[config.mk]
export PLATFORM = sky130hd
export DESIGN_NAME = nucleotide_two_bit_packer_flat
export DESIGN_NICKNAME = d
export VERILOG_FILES = /design/src/design/np2b_pkg.sv /design/src/design/np2b_stream_if.sv /design/src/design/np2b_front.sv /design/src/design/np2b_queue.sv /design/src/design/np2b_back.sv /design/src/design/nucleotide_two_bit_packer.sv /design/src/flat_wrapper.sv
export SDC_FILE = /design/constraint.sdc
export NUM_CORES = 2
export LEC_CHECK = 0
export ABC_AREA = 0
export CAP_MARGIN = 20
export CORE_MARGIN = 2
export CORE_UTILIZATION = 30
export DETAILED_ROUTE_END_ITERATION = 10
export DONT_BUFFER_PORTS = 1
export HOLD_SLACK_MARGIN = 0.02
export PLACE_DENSITY_LB_ADDON = 0.1
export SYNTH_ARGS = -nofsm -noshare
export SYNTH_HDL_FRONTEND = slang
export SYNTH_HIERARCHICAL = 1
export SYNTH_SLANG_ARGS = --single-unit
[constraint.sdc]
create_clock -name clock -period 9.02 [get_ports clock]
set_input_delay 1.353 -clock clock [delete_from_list [all_inputs] [get_ports clock]]
set_output_delay 1.353 -clock clock [all_outputs]
set_load 0.01 [all_outputs]
[src/design/np2b_pkg.sv]
// ----------------------------------------------------------------------------
// np2b_pkg: shared types and constants of the nucleotide two-bit packer
//
// Holds the channel payload types, the bundle that travels from the front
// stage to the result sequencer, the character codes and register indexes.
// ----------------------------------------------------------------------------
package np2b_pkg;

   // Word and field geometry.
   localparam int CODES_PER_WORD = 32;
   localparam int WORD_W         = 64;
   localparam int SLOT_W         = 5;
   localparam int INDEX_W        = 23;
   localparam int SIZE_W         = 28;
   localparam int COUNT_W        = 29;
   localparam int CHAR_W         = 8;

   // Configuration port geometry and register indexes.
   localparam int CSR_INDEX_W = 1;
   localparam int CSR_DATA_W  = 28;
   localparam logic [CSR_INDEX_W-1:0] CSR_INTERLEAVED_MODE = 1'd0;
   localparam logic [CSR_INDEX_W-1:0] CSR_GENOME_SIZE      = 1'd1;

   // Register reset values.
   localparam logic              INTERLEAVED_RESET = 1'b1;
   localparam logic [SIZE_W-1:0] GENOME_SIZE_RESET = 28'd1024;

   // Characters that carry a nucleotide.
   localparam logic [CHAR_W-1:0] CHAR_A = 8'h41;
   localparam logic [CHAR_W-1:0] CHAR_C = 8'h43;
   localparam logic [CHAR_W-1:0] CHAR_G = 8'h47;
   localparam logic [CHAR_W-1:0] CHAR_T = 8'h54;

   // Two-bit nucleotide codes.
   localparam logic [1:0] CODE_A = 2'd0;
   localparam logic [1:0] CODE_C = 2'd1;
   localparam logic [1:0] CODE_G = 2'd2;
   localparam logic [1:0] CODE_T = 2'd3;

   // Result kinds and status codes.
   localparam logic KIND_DATA       = 1'b0;
   localparam logic KIND_STATUS     = 1'b1;
   localparam logic STATUS_OK       = 1'b0;
   localparam logic STATUS_MISMATCH = 1'b1;

   // Slot that completes a word.
   localparam logic [SLOT_W-1:0] LAST_SLOT = SLOT_W'(CODES_PER_WORD - 1);

   typedef struct packed {
      logic [CHAR_W-1:0] char_code;
      logic              end_of_input;
   } request_type;

   typedef struct packed {
      logic               kind;
      logic               strand;
      logic [INDEX_W-1:0] word_index;
      logic [WORD_W-1:0]  packed_word;
      logic               status;
      logic               last_of_item;
   } response_type;

   // All results caused by one input character, in delivery order:
   // word A, then word B (always strand 1), then the status result.
   typedef struct packed {
      logic               a_valid;
      logic               a_strand;
      logic [INDEX_W-1:0] word_index;
      logic [WORD_W-1:0]  a_word;
      logic               b_valid;
      logic [WORD_W-1:0]  b_word;
      logic               s_valid;
      logic               status;
   } bundle_type;

endpackage

[src/design/np2b_stream_if.sv]
// ----------------------------------------------------------------------------
// np2b_stream_if: valid/ready stream channel
//
// Carries one payload per transfer; a transfer happens at a rising clock edge
// at which valid and ready are both high.
// ----------------------------------------------------------------------------
interface np2b_stream_if #(
   parameter type payload_type = logic
);

   logic        valid;
   logic        ready;
   payload_type payload;

   modport source (output valid, output payload, input ready);
   modport sink (input valid, input payload, output ready);

endinterface

[src/design/np2b_front.sv]
// ----------------------------------------------------------------------------
// np2b_front: character classification and word packing
//
// Maps each character to a nucleotide code, updates the strand accumulators,
// counters and configuration registers, and hands every result that a
// character causes to the queue as one bundle.
// ----------------------------------------------------------------------------
module np2b_front (
   input  logic                            clock,
   input  logic                            reset,
   np2b_stream_if.sink                     req_if,
   input  logic                            csr_write_enable,
   input  logic [np2b_pkg::CSR_INDEX_W-1:0] csr_index,
   input  logic [np2b_pkg::CSR_DATA_W-1:0]  csr_write_data,
   input  logic                            queue_full,
   output logic                            push,
   output np2b_pkg::bundle_type            push_bundle
);

   // Configuration registers.
   logic                           interleaved_ff;
   logic [np2b_pkg::SIZE_W-1:0]    genome_size_ff;

   // Stream state.
   logic [np2b_pkg::WORD_W-1:0]    acc0_ff, acc0_in;
   logic [np2b_pkg::WORD_W-1:0]    acc1_ff, acc1_in;
   logic [np2b_pkg::SLOT_W-1:0]    slot_ff, slot_in;
   logic [np2b_pkg::COUNT_W-1:0]   count_ff, count_in;
   logic                           phase_ff, phase_in;
   logic [np2b_pkg::INDEX_W-1:0]   index_ff, index_in;

   logic                           accept;
   logic                           is_base;
   logic [1:0]                     code;
   logic [np2b_pkg::COUNT_W-1:0]   total;
   logic [np2b_pkg::COUNT_W-1:0]   count_next;
   logic [np2b_pkg::WORD_W-1:0]    code_shifted;
   logic [np2b_pkg::WORD_W-1:0]    acc_sel;
   logic [np2b_pkg::WORD_W-1:0]    acc_new;
   logic [np2b_pkg::SLOT_W-1:0]    slot_next;
   logic [np2b_pkg::INDEX_W-1:0]   index_next;
   logic                           slot_full;
   logic                           first_end;
   logic                           final_end;

   assign req_if.ready = !queue_full;
   assign accept       = req_if.valid && req_if.ready;

   // Character to code mapping; anything else is dropped.
   always_comb begin
      is_base = 1'b1;
      case (req_if.payload.char_code)
         np2b_pkg::CHAR_A: code = np2b_pkg::CODE_A;
         np2b_pkg::CHAR_C: code = np2b_pkg::CODE_C;
         np2b_pkg::CHAR_G: code = np2b_pkg::CODE_G;
         np2b_pkg::CHAR_T: code = np2b_pkg::CODE_T;
         default: begin
            code    = np2b_pkg::CODE_A;
            is_base = 1'b0;
         end
      endcase
   end

   // Shared terms of the packing paths.
   assign total        = {genome_size_ff, 1'b0};
   assign count_next   = np2b_pkg::COUNT_W'(count_ff + 1'b1);
   assign code_shifted = {{(np2b_pkg::WORD_W-2){1'b0}}, code} << {slot_ff, 1'b0};
   assign acc_sel      = phase_ff ? acc1_ff : acc0_ff;
   assign acc_new      = acc_sel | code_shifted;
   assign slot_next    = np2b_pkg::SLOT_W'(slot_ff + 1'b1);
   assign index_next   = np2b_pkg::INDEX_W'(index_ff + 1'b1);
   assign slot_full    = (slot_ff == np2b_pkg::LAST_SLOT);
   assign first_end    = !phase_ff && (count_next == {1'b0, genome_size_ff});
   assign final_end    = !first_end && (count_next == total);

   // Next stream state and the bundle of results for this character.
   always_comb begin
      acc0_in     = acc0_ff;
      acc1_in     = acc1_ff;
      slot_in     = slot_ff;
      count_in    = count_ff;
      phase_in    = phase_ff;
      index_in    = index_ff;
      push        = 1'b0;
      push_bundle = '0;
      push_bundle.word_index = index_ff;

      if (accept) begin
         if (req_if.payload.end_of_input) begin
            // Flush partial words, report the count check, start a new stream.
            if (interleaved_ff) begin
               push_bundle.a_valid  = (slot_ff != '0) || phase_ff;
               push_bundle.a_strand = 1'b0;
               push_bundle.a_word   = acc0_ff;
               push_bundle.b_valid  = (slot_ff != '0);
               push_bundle.b_word   = acc1_ff;
            end else begin
               push_bundle.a_valid  = (slot_ff != '0);
               push_bundle.a_strand = phase_ff;
               push_bundle.a_word   = acc_sel;
            end
            push_bundle.s_valid = 1'b1;
            push_bundle.status  = (count_ff != total) ? np2b_pkg::STATUS_MISMATCH
                                                      : np2b_pkg::STATUS_OK;
            push     = 1'b1;
            acc0_in  = '0;
            acc1_in  = '0;
            slot_in  = '0;
            count_in = '0;
            phase_in = 1'b0;
            index_in = '0;
         end else if (is_base) begin
            if (count_ff < total) begin
               count_in = count_next;
               if (interleaved_ff) begin
                  // Codes alternate strands; a pair fills one slot of each word.
                  if (!phase_ff) begin
                     acc0_in  = acc0_ff | code_shifted;
                     phase_in = 1'b1;
                  end else begin
                     phase_in = 1'b0;
                     if (slot_full) begin
                        push_bundle.a_valid  = 1'b1;
                        push_bundle.a_strand = 1'b0;
                        push_bundle.a_word   = acc0_ff;
                        push_bundle.b_valid  = 1'b1;
                        push_bundle.b_word   = acc1_ff | code_shifted;
                        push     = 1'b1;
                        acc0_in  = '0;
                        acc1_in  = '0;
                        slot_in  = '0;
                        index_in = index_next;
                     end else begin
                        acc1_in = acc1_ff | code_shifted;
                        slot_in = slot_next;
                     end
                  end
               end else begin
                  // Sequential strands; a full word or a strand end emits a word.
                  if (slot_full || first_end || final_end) begin
                     push_bundle.a_valid  = 1'b1;
                     push_bundle.a_strand = phase_ff;
                     push_bundle.a_word   = acc_new;
                     push     = 1'b1;
                     slot_in  = '0;
                     index_in = first_end ? '0 : index_next;
                     if (phase_ff) begin
                        acc1_in = '0;
                     end else begin
                        acc0_in = '0;
                     end
                  end else begin
                     slot_in = slot_next;
                     if (phase_ff) begin
                        acc1_in = acc_new;
                     end else begin
                        acc0_in = acc_new;
                     end
                  end
                  if (first_end) begin
                     phase_in = 1'b1;
                  end
               end
            end else if (count_ff == total) begin
               // One excess code marks the mismatch; further ones change nothing.
               count_in = count_next;
            end
         end
      end
   end

   // Configuration registers and stream state.
   always_ff @(posedge clock) begin
      if (reset) begin
         interleaved_ff <= np2b_pkg::INTERLEAVED_RESET;
         genome_size_ff <= np2b_pkg::GENOME_SIZE_RESET;
         acc0_ff        <= '0;
         acc1_ff        <= '0;
         slot_ff        <= '0;
         count_ff       <= '0;
         phase_ff       <= 1'b0;
         index_ff       <= '0;
      end else begin
         if (csr_write_enable) begin
            case (csr_index)
               np2b_pkg::CSR_INTERLEAVED_MODE: interleaved_ff <= csr_write_data[0];
               np2b_pkg::CSR_GENOME_SIZE:      genome_size_ff <= csr_write_data;
               default: ;
            endcase
         end
         acc0_ff  <= acc0_in;
         acc1_ff  <= acc1_in;
         slot_ff  <= slot_in;
         count_ff <= count_in;
         phase_ff <= phase_in;
         index_ff <= index_in;
      end
   end

endmodule

[src/design/np2b_queue.sv]
// ----------------------------------------------------------------------------
// np2b_queue: bundle queue between front stage and result sequencer
//
// A small circular buffer that lets the packer keep taking characters while
// results of earlier characters wait on the result channel.
// ----------------------------------------------------------------------------
module np2b_queue #(
   parameter int DEPTH = 4
) (
   input  logic                 clock,
   input  logic                 reset,
   input  logic                 push,
   input  np2b_pkg::bundle_type push_bundle,
   output logic                 full,
   input  logic                 pop,
   output logic                 head_valid,
   output np2b_pkg::bundle_type head_bundle
);

   localparam int PTR_W   = (DEPTH > 1) ? $clog2(DEPTH) : 1;
   localparam int COUNT_W = $clog2(DEPTH + 1);

   np2b_pkg::bundle_type entries_ff [DEPTH];
   logic [PTR_W-1:0]   wr_ptr_ff, wr_ptr_in;
   logic [PTR_W-1:0]   rd_ptr_ff, rd_ptr_in;
   logic [COUNT_W-1:0] fill_ff, fill_in;

   assign full        = (fill_ff == COUNT_W'(DEPTH));
   assign head_valid  = (fill_ff != '0);
   assign head_bundle = entries_ff[rd_ptr_ff];

   // Pointer and fill count updates.
   always_comb begin
      wr_ptr_in = wr_ptr_ff;
      rd_ptr_in = rd_ptr_ff;
      fill_in   = fill_ff;
      if (push) begin
         wr_ptr_in = (wr_ptr_ff == PTR_W'(DEPTH - 1)) ? '0 : PTR_W'(wr_ptr_ff + 1'b1);
      end
      if (pop) begin
         rd_ptr_in = (rd_ptr_ff == PTR_W'(DEPTH - 1)) ? '0 : PTR_W'(rd_ptr_ff + 1'b1);
      end
      if (push && !pop) begin
         fill_in = COUNT_W'(fill_ff + 1'b1);
      end else if (pop && !push) begin
         fill_in = COUNT_W'(fill_ff - 1'b1);
      end
   end

   // Control registers.
   always_ff @(posedge clock) begin
      if (reset) begin
         wr_ptr_ff <= '0;
         rd_ptr_ff <= '0;
         fill_ff   <= '0;
      end else begin
         wr_ptr_ff <= wr_ptr_in;
         rd_ptr_ff <= rd_ptr_in;
         fill_ff   <= fill_in;
      end
   end

   // Entry storage.
   always_ff @(posedge clock) begin
      if (push) begin
         entries_ff[wr_ptr_ff] <= push_bundle;
      end
   end

endmodule

[src/design/np2b_back.sv]
// ----------------------------------------------------------------------------
// np2b_back: result sequencer
//
// Walks the head bundle of the queue one result at a time into the output
// register and marks the last result of each character.
// ----------------------------------------------------------------------------
module np2b_back (
   input  logic                 clock,
   input  logic                 reset,
   input  logic                 head_valid,
   input  np2b_pkg::bundle_type head_bundle,
   output logic                 pop,
   np2b_stream_if.source        rsp_if
);

   logic                   rsp_valid_ff;
   np2b_pkg::response_type rsp_ff, rsp_in;
   logic                   a_done_ff, a_done_in;
   logic                   b_done_ff, b_done_in;
   logic                   load;
   logic                   sel_a;
   logic                   sel_b;
   logic                   last;

   assign rsp_if.valid   = rsp_valid_ff;
   assign rsp_if.payload = rsp_ff;

   // The output register takes a new result when it is empty or being drained.
   assign load  = head_valid && (!rsp_valid_ff || rsp_if.ready);
   assign sel_a = head_bundle.a_valid && !a_done_ff;
   assign sel_b = !sel_a && head_bundle.b_valid && !b_done_ff;

   // Pick the next pending result of the head bundle.
   always_comb begin
      rsp_in = '0;
      if (sel_a) begin
         rsp_in.kind        = np2b_pkg::KIND_DATA;
         rsp_in.strand      = head_bundle.a_strand;
         rsp_in.word_index  = head_bundle.word_index;
         rsp_in.packed_word = head_bundle.a_word;
         last = !(head_bundle.b_valid || head_bundle.s_valid);
      end else if (sel_b) begin
         rsp_in.kind        = np2b_pkg::KIND_DATA;
         rsp_in.strand      = 1'b1;
         rsp_in.word_index  = head_bundle.word_index;
         rsp_in.packed_word = head_bundle.b_word;
         last = !head_bundle.s_valid;
      end else begin
         rsp_in.kind   = np2b_pkg::KIND_STATUS;
         rsp_in.status = head_bundle.status;
         last = 1'b1;
      end
      rsp_in.last_of_item = last;
   end

   assign pop = load && last;

   // Progress through the head bundle.
   always_comb begin
      a_done_in = a_done_ff;
      b_done_in = b_done_ff;
      if (load) begin
         if (last) begin
            a_done_in = 1'b0;
            b_done_in = 1'b0;
         end else if (sel_a) begin
            a_done_in = 1'b1;
         end else begin
            b_done_in = 1'b1;
         end
      end
   end

   // Control registers.
   always_ff @(posedge clock) begin
      if (reset) begin
         rsp_valid_ff <= 1'b0;
         a_done_ff    <= 1'b0;
         b_done_ff    <= 1'b0;
      end else begin
         a_done_ff <= a_done_in;
         b_done_ff <= b_done_in;
         if (load) begin
            rsp_valid_ff <= 1'b1;
         end else if (rsp_if.ready) begin
            rsp_valid_ff <= 1'b0;
         end
      end
   end

   // Output payload register.
   always_ff @(posedge clock) begin
      if (load) begin
         rsp_ff <= rsp_in;
      end
   end

endmodule

[src/design/nucleotide_two_bit_packer.sv]
// ----------------------------------------------------------------------------
// nucleotide_two_bit_packer: DNA character stream to 2-bit packed words
//
// Packs A/C/G/T characters 32 to a 64-bit word per strand and reports a
// final length check when the end marker arrives.
// ----------------------------------------------------------------------------
// The block takes one character per clock cycle for as long as its internal
// queue (QUEUE_DEPTH bundles) has room. A character that completes words, or
// the end marker, causes one to three results, and the result port delivers
// one result per cycle while the receiver is ready, so such a character
// holds the result port until all its results are out, while the queue
// absorbs the characters behind it. The first result of a character passes
// through the queue and then the output register. Write
// interleaved_mode (index 0, reset 1) and genome_size (index 1, reset 1024)
// only while the block is idle. When the end marker is taken the stream state is
// cleared and the block is ready for the next stream.
module nucleotide_two_bit_packer #(
   parameter int QUEUE_DEPTH = 4
) (
   input  logic                             clock,
   input  logic                             reset,
   np2b_stream_if.sink                      req_if,
   np2b_stream_if.source                    rsp_if,
   input  logic                             csr_write_enable,
   input  logic [np2b_pkg::CSR_INDEX_W-1:0] csr_index,
   input  logic [np2b_pkg::CSR_DATA_W-1:0]  csr_write_data
);

   logic                 queue_full;
   logic                 push;
   np2b_pkg::bundle_type push_bundle;
   logic                 pop;
   logic                 head_valid;
   np2b_pkg::bundle_type head_bundle;

   // Classification, packing and configuration.
   np2b_front u_front (
      .clock            (clock),
      .reset            (reset),
      .req_if           (req_if),
      .csr_write_enable (csr_write_enable),
      .csr_index        (csr_index),
      .csr_write_data   (csr_write_data),
      .queue_full       (queue_full),
      .push             (push),
      .push_bundle      (push_bundle)
   );

   // Decoupling queue.
   np2b_queue #(
      .DEPTH (QUEUE_DEPTH)
   ) u_queue (
      .clock       (clock),
      .reset       (reset),
      .push        (push),
      .push_bundle (push_bundle),
      .full        (queue_full),
      .pop         (pop),
      .head_valid  (head_valid),
      .head_bundle (head_bundle)
   );

   // Result sequencing onto the output channel.
   np2b_back u_back (
      .clock       (clock),
      .reset       (reset),
      .head_valid  (head_valid),
      .head_bundle (head_bundle),
      .pop         (pop),
      .rsp_if      (rsp_if)
   );

endmodule

[src/flat_wrapper.sv]
// flat-port wrapper written by rule: the top's interface ports become plain ports
module nucleotide_two_bit_packer_flat 
#(
   parameter int QUEUE_DEPTH = 4
)
  (clock, reset, csr_write_enable, csr_index, csr_write_data, req_if_valid, req_if_payload, req_if_ready, rsp_if_valid, rsp_if_payload, rsp_if_ready);
  np2b_stream_if #(.payload_type(np2b_pkg::request_type)) req_if_i ();
  np2b_stream_if #(.payload_type(np2b_pkg::response_type)) rsp_if_i ();
  input  logic clock;
  input  logic reset;
  input  logic csr_write_enable;
  input  logic [np2b_pkg::CSR_INDEX_W-1:0] csr_index;
  input  logic [np2b_pkg::CSR_DATA_W-1:0] csr_write_data;
  input wire logic [$bits(req_if_i.valid)-1:0] req_if_valid;
  input wire logic [$bits(req_if_i.payload)-1:0] req_if_payload;
  output wire logic [$bits(req_if_i.ready)-1:0] req_if_ready;
  output wire logic [$bits(rsp_if_i.valid)-1:0] rsp_if_valid;
  output wire logic [$bits(rsp_if_i.payload)-1:0] rsp_if_payload;
  input wire logic [$bits(rsp_if_i.ready)-1:0] rsp_if_ready;
  assign req_if_i.valid = req_if_valid;
  assign req_if_i.payload = req_if_payload;
  assign req_if_ready = req_if_i.ready;
  assign rsp_if_valid = rsp_if_i.valid;
  assign rsp_if_payload = rsp_if_i.payload;
  assign rsp_if_i.ready = rsp_if_ready;
  nucleotide_two_bit_packer #(.QUEUE_DEPTH(QUEUE_DEPTH)) u_core (.clock(clock), .reset(reset), .req_if(req_if_i), .rsp_if(rsp_if_i), .csr_write_enable(csr_write_enable), .csr_index(csr_index), .csr_write_data(csr_write_data));
endmodule
# After elaboration in Yosys (flattened, before gate mapping)
# Memories as Yosys holds them, arrays and structs flattened. A register that Yosys moved wholly into a read port is not among the register bits.
# Cells that the tools add are included.
word_totals:
  mem_bits_rw: 624
  ff_bits: 316
  output_inout_bits: 93
  n_memories: 1
classes:
  n_lt_le_gt_ge: 1
  n_mux: 95
  n_shift: 1
  n_reduce_logical: 49
  n_bitwise: 4
  eq_ne: 17
  add_sub_neg: 7
mem_list:
  columns: ["memory", "depth", "width", "rd", "rd_clocked_by_memory_dff", "wr", "line", "source"]
  rows:
  - ["u_core.u_queue.entries_ff", 4, 156, 1, 1, 1, "np2b_queue.sv:23", "np2b_pkg::bundle_type entries_ff [DEPTH];"]
op_table:
  columns: ["operator", "count"]
  rows:
  - ["2-to-1 mux 64 bit", 22]
  - ["2-to-1 mux 129 bit", 5]
  - ["bitwise OR 64 bit", 3]
  - ["2-to-1 mux 23 bit", 8]
  - ["2-to-1 mux 88 bit", 2]
  - ["2-to-1 mux 131 bit", 1]
  - ["2-to-1 mux 65 bit", 2]
  - ["2-to-1 mux 29 bit", 4]
  - ["<< shifter 2 x 6 -> 64 bit", 1]
  - ["equality test 29 bit", 2]
  - ["2-to-1 mux 5 bit", 7]
  - ["equality test 8 x 7 -> 1 bit, second input constant", 4]
  - ["adder 29 x 1 -> 29 bit, second input constant", 1]
  - ["equality test 29 x 28 -> 1 bit", 1]
  - ["< comparator 29 bit", 1]
  - ["!= test 29 bit", 1]
  - ["2-to-1 mux 2 bit", 14]
  - ["2-to-1 mux 1 bit", 27]
  - ["adder 23 x 1 -> 23 bit, second input constant", 1]
  - ["AND reduction 4 bit", 3]
  - ["nonzero test 2 bit", 6]
  - ["nonzero test 3 bit", 4]
  - ["zero test 1 bit", 11]
  - ["logical AND 1 bit", 10]
  - ["21 further kinds", 33]

# Logic depth before layout (Yosys ltp)
logic_depth:
  word_depth: 16
  depth_mapped: 19

# By module
# The synthesis kept the hierarchy.
modules_own_cells:
  columns: ["module", "area_per_inst_um2", "seq_area_each_um2", "cells_per_inst", "instances"]
  rows:
  - ["np2b_queue", 23109.7, 18918.1, 859, 1]
  - ["np2b_front", 15643.8, 4304.1, 2237, 1]
  - ["np2b_back", 3814.9, 2792.7, 223, 1]

# Least setup slack after synthesis
# Ideal clock, no wire load.
synth_path:
  path_type: "reg2reg"
  start: "register u_core/u_front/count_ff[1] in the netlist's numbering"
  end: "memory u_core/u_queue/entries_ff[0][0] in the netlist's numbering (enable)"
  period_less_slack_ps: 7376
  n_path_buf: 3
  path_stages_with_launch: 15
  t_required_ps: 8486
  slack_ps: 1644
  setup_ps: 534
  t_arrival_ps: 6842
  path_cell_list: "dfxtp_1 > ha_1 > nand3_1 > buf_2 > nor4_4 > and3_1 > buf_2 > a21oi_1 > nand4b_1 > or4_4 > o21bai_4 > o32ai_2 > clkbuf_1 > inv_1 > and2_1"
synth_via:
  elab_chain_cells: 14
synth_rtl:
  columns: ["element", "line", "source"]
  rows:
  - ["start: declaration", "np2b_front.sv:28", "logic [np2b_pkg::COUNT_W-1:0] count_ff, count_in;"]
  - ["start signal: assignment", "np2b_front.sv:194", "count_ff <= count_in;"]
  - ["adder 29 x 1 -> 29 bit", "np2b_front.sv:66", "assign count_next = np2b_pkg::COUNT_W'(count_ff + 1'b1);"]
  - ["equality test 29 x 28 -> 1 bit", "np2b_front.sv:73", "assign first_end = !phase_ff && (count_next == {1'b0, genome_size_ff});"]
  - ["logical AND 1 bit", "np2b_front.sv:73", null]
  - ["zero test 1 bit", "np2b_front.sv:74", "assign final_end = !first_end && (count_next == total);"]
  - ["logical AND 1 bit", "np2b_front.sv:74", null]
  - ["logical OR 1 bit", "np2b_front.sv:140", "if (slot_full || first_end || final_end) begin"]
  - ["2-to-1 mux 1 bit", "np2b_front.sv:140", null]
  - ["2-to-1 mux 1 bit", "np2b_front.sv:115", "if (interleaved_ff) begin"]
  - ["2-to-1 mux 1 bit *", "np2b_front.sv:113", "if (count_ff < total) begin"]
  - ["2-to-1 mux 1 bit *", "np2b_front.sv:112", "end else if (is_base) begin"]
  - ["2-to-1 mux 1 bit *", "np2b_front.sv:89", "if (req_if.payload.end_of_input) begin"]
  - ["2-to-1 mux 1 bit *", "np2b_front.sv:88", "if (accept) begin"]
  - ["named net u_core.push", "nucleotide_two_bit_packer.sv:30", "logic push;"]
  - ["2-to-1 mux 1 bit *", "np2b_queue.sv:65", "if (push) begin"]
  - ["2-to-1 mux 1 bit (not written as such) *", "np2b_queue.sv:66", "entries_ff[wr_ptr_ff] <= push_bundle;"]
  - ["end: declaration", "np2b_queue.sv:23", null]
# The timed path passes the listed nets; every way through them passes the cells marked *.

# Worst setup path after layout
layout_path:
  start: "register u_core/u_front/count_ff[0] in the netlist's numbering"
  end: "memory u_core/u_queue/entries_ff[2][146] in the netlist's numbering (enable)"
# The elaborated chain is that of the path after synthesis.

==> metrics.cfg <==
[place]
pre_cts_ws_ps=2480
port_buffers=0
place_congestion=0.867
detailed_place_hpwl_mm=84.2

[sta]
report.final.slew_viol_count=0
setup_tns_ps=0
min_period_ps=6540
fin_ws_ps=2480
slew_headroom_pct=20.9
grt_setup_unrepaired=false
max_freq_mhz=153
setup_violations=0
worst_pin_slew_ps=1190
hold_viol_final=0
clock_skew_ps=33.3
period_share_pct=72.5

[synthesis]
synth_fp_nets=3402
synth_cells=3319
ys.flop_type=edfxtp_1
synth_seq_area_share_pct=61.1
netlist_area_sq_mm=0.0426
async_flop_share_pct=0
yosysWarnings=6
synth-edff-count=715
synth-seq-cells=942
synth_area_per_cell_sq_um=12.8
synth.distinct_cells=93

[die]
io_pins=136
initial_utilization_pct=30.1
dieArea_sq_mm=0.145
rows=138
dieWidth_microns=381
die_h_microns=381
core_sq_mm=0.141

[cts]
cts_sinks=942
root_buffer=clkbuf_16
cts.clk_slew.worst_paths_ps=60
postCtsResizedCells=0
cts_buffers=110
cts_setup_buffers=0
htree_levels=3
cts_tree=yes
clock_latency_ps=720
cts_hold_buf=0
clockBufferDepth=3

[hold_path]
hold_class=reg -> reg

[worst_setup_path]
required_ps=9360
crit_type=reg -> reg
cp.arrival_ps=6880
start_kind=flop
cp_max_fo=47
critPathCaptureType=flop

[layout]
final_nets=3331
area_growth_pct=12.8
drive_above_1_share_pct=13.6

[drt]
vias=28479
wl_per_cell_microns=26.1
routed_via_density=5.44
drtAntennaViolNets=0
drtIter0Drc=2445
drc=0
dr.pass1.iters=6
finalWirelength_mm=137

[global_routing]
grt_max_degree=103
grt_pass1_vias=29415
overflow=0
grt_pass1_wl_mm=202
grt_antenna_before_repair=2
grt_usage_pct=18.6

[power]
power_density_mw_per_mm2=246
peakVddDrop_mv=0.174
leakage_nw=15.1

[status]
outcome=finished, final reports clean

[flow_run]
cap_violations=0

==> area by class of cell <==
| cell class | instances | area, sq um |
|---|---|---|
| multi-input cells | 1978 | 14800 |
| inverters | 149 | 559 |
| diodes | 3 | 7.51 |
| flip-flops and latches | 942 | 26000 |
| well taps | 1890 | 2360 |
| clock inverters | 67 | 707 |
| repair buffers | 67 | 604 |
| fillers | 13944 | 93200 |
| clock buffers | 140 | 2960 |
==> per-layer routing <==
metal  up-vias  global-route usage, %  wire, microns  share of wire (%)
li1      12657                      -              -                  -
met1     14630                   24.4          59100                 43
met2       958                   31.4          67500                 49
met3       234                   2.59           6350                4.6
met4         0                   6.58           3930                2.9
met5         -                      0              0                  0
==> registers in the layout, indices dropped and copies added (netlist names), 3 cells and up, named ones only <==
| signal | cells |
|---|---|
| u_core/u_back/rsp_if.payload | 91 |
| u_core/u_front/count_ff | 29 |
| u_core/u_front/acc0_ff | 64 |
| u_core/u_front/genome_size_ff | 28 |
| u_core/u_queue/entries_ff | 624 |
| u_core/u_front/index_ff | 23 |
| u_core/u_front/slot_ff | 5 |
| u_core/u_queue/fill_ff | 3 |
| u_core/u_front/acc1_ff | 64 |
==> metrics by stage <==
| step | hold slack (ps) | instance area, sq um | power [W] | utilization [%] | instances |
|---|---|---|---|---|---|
| detailed placement | 473 | 44300 | 0.00744 | 31.4 | 5024 |
| global route | 504 | 48000 | 0.0123 | 34.0 | 5234 |
| finish | 479 | 48000 | 0.0118 | 34.0 | 5236 |
| floorplan | 449 | 42600 | 0.00688 | - | 3319 |
| global placement | 459 | 44200 | 0.00743 | 31.3 | 5020 |
| CTS | 477 | 48000 | 0.0120 | 34.0 | 5231 |
==> cells by family (layout without fill, tap and decap cells) <==
kind of cell	count (synthesis)	in the layout	share of synthesized area (%)
compound gates	877	877	13.6
xor+xnor	61	61	1.32
simple gates	832	832	9.66
mux	168	168	8.54
flops	942	942	61.1
other cells	0	3	0
fa+ha+maj	40	40	1.19
buf+inv	399	423	4.55
==> critical path, cell delays in order (launching register included) <==
cell      delay, ps
dfxtp_1         570
ha_1            340
and3_1          450
nand4_1         460
nor3_1          660
o21ai_0         270
nor4bb_1        320
nand4_1         370
nor2_2          440
o32ai_4         120
inv_1           600
and2_4          880
buf_4           610
==> path summary, 6_finish.rpt <==
check,start,endpoint,slack [ps],cells past startpoint
setup / recovery,u_core/u_front/count_ff[0],u_core/u_queue/entries_ff[2][146],2480,12
hold reg to reg,u_core/u_front/acc1_ff[0],u_core/u_front/acc1_ff[0],480,2
setup reg to reg,u_core/u_front/count_ff[0],u_core/u_queue/entries_ff[2][146],2480,12
hold / removal,u_core/u_front/acc1_ff[0],u_core/u_front/acc1_ff[0],480,2
==> cell usage after synthesis (10+ instances only) <==
| master | n | area, sq um |
|---|---|---|
| a211oi_1 | 22 | 165 |
| a21oi_1 | 235 | 1180 |
| a22o_1 | 107 | 937 |
| a22oi_1 | 27 | 203 |
| a311oi_1 | 14 | 123 |
| a31oi_1 | 33 | 206 |
| and2_1 | 42 | 263 |
| and3_1 | 23 | 144 |
| buf_1 | 23 | 86.3 |
| buf_12 | 15 | 300 |
| buf_2 | 50 | 250 |
| buf_4 | 16 | 120 |
| clkbuf_1 | 137 | 514 |
| dfxtp_1 | 227 | 4540 |
| edfxtp_1 | 715 | 21500 |
| ha_1 | 39 | 488 |
| inv_1 | 146 | 548 |
| mux2i_1 | 10 | 100 |
| mux4_2 | 156 | 3510 |
| nand2_1 | 186 | 698 |
| nand2b_1 | 13 | 81.3 |
| nand3_1 | 52 | 260 |
| nand3b_1 | 10 | 75.1 |
| nand4_1 | 29 | 181 |
| nor2_1 | 292 | 1100 |
| nor2b_1 | 21 | 131 |
| nor3_1 | 58 | 290 |
| nor4_1 | 17 | 106 |
| o211a_1 | 17 | 170 |
| o21a_1 | 24 | 180 |
| o21ai_0 | 155 | 776 |
| o22ai_1 | 98 | 613 |
| o31ai_1 | 20 | 150 |
| o32ai_1 | 37 | 324 |
| or3_1 | 19 | 119 |
| or4_1 | 13 | 97.6 |
| xnor2_1 | 42 | 368 |
| xor2_1 | 17 | 149 |
==> placed cells by master (no fill, tap or decap), types with 58 or more instances in the layout <==
cell       count
a21oi_1      234
a22o_1       107
buf_4         58
clkbuf_16    111
dfxtp_1      223
edfxtp_1     715
inv_1        145
mux4_2       156
nand2_1      184
nor2_1       288
o21ai_0      155
o22ai_1       98
==> power breakdown <==
part	switching [W]	internal, W	leakage, nW
clock network	0.00182	0.00269	1.80
logic	0.00117	0.000704	4.77
registers	0.000281	0.00514	8.55
(Power assumes the default switching activity.)
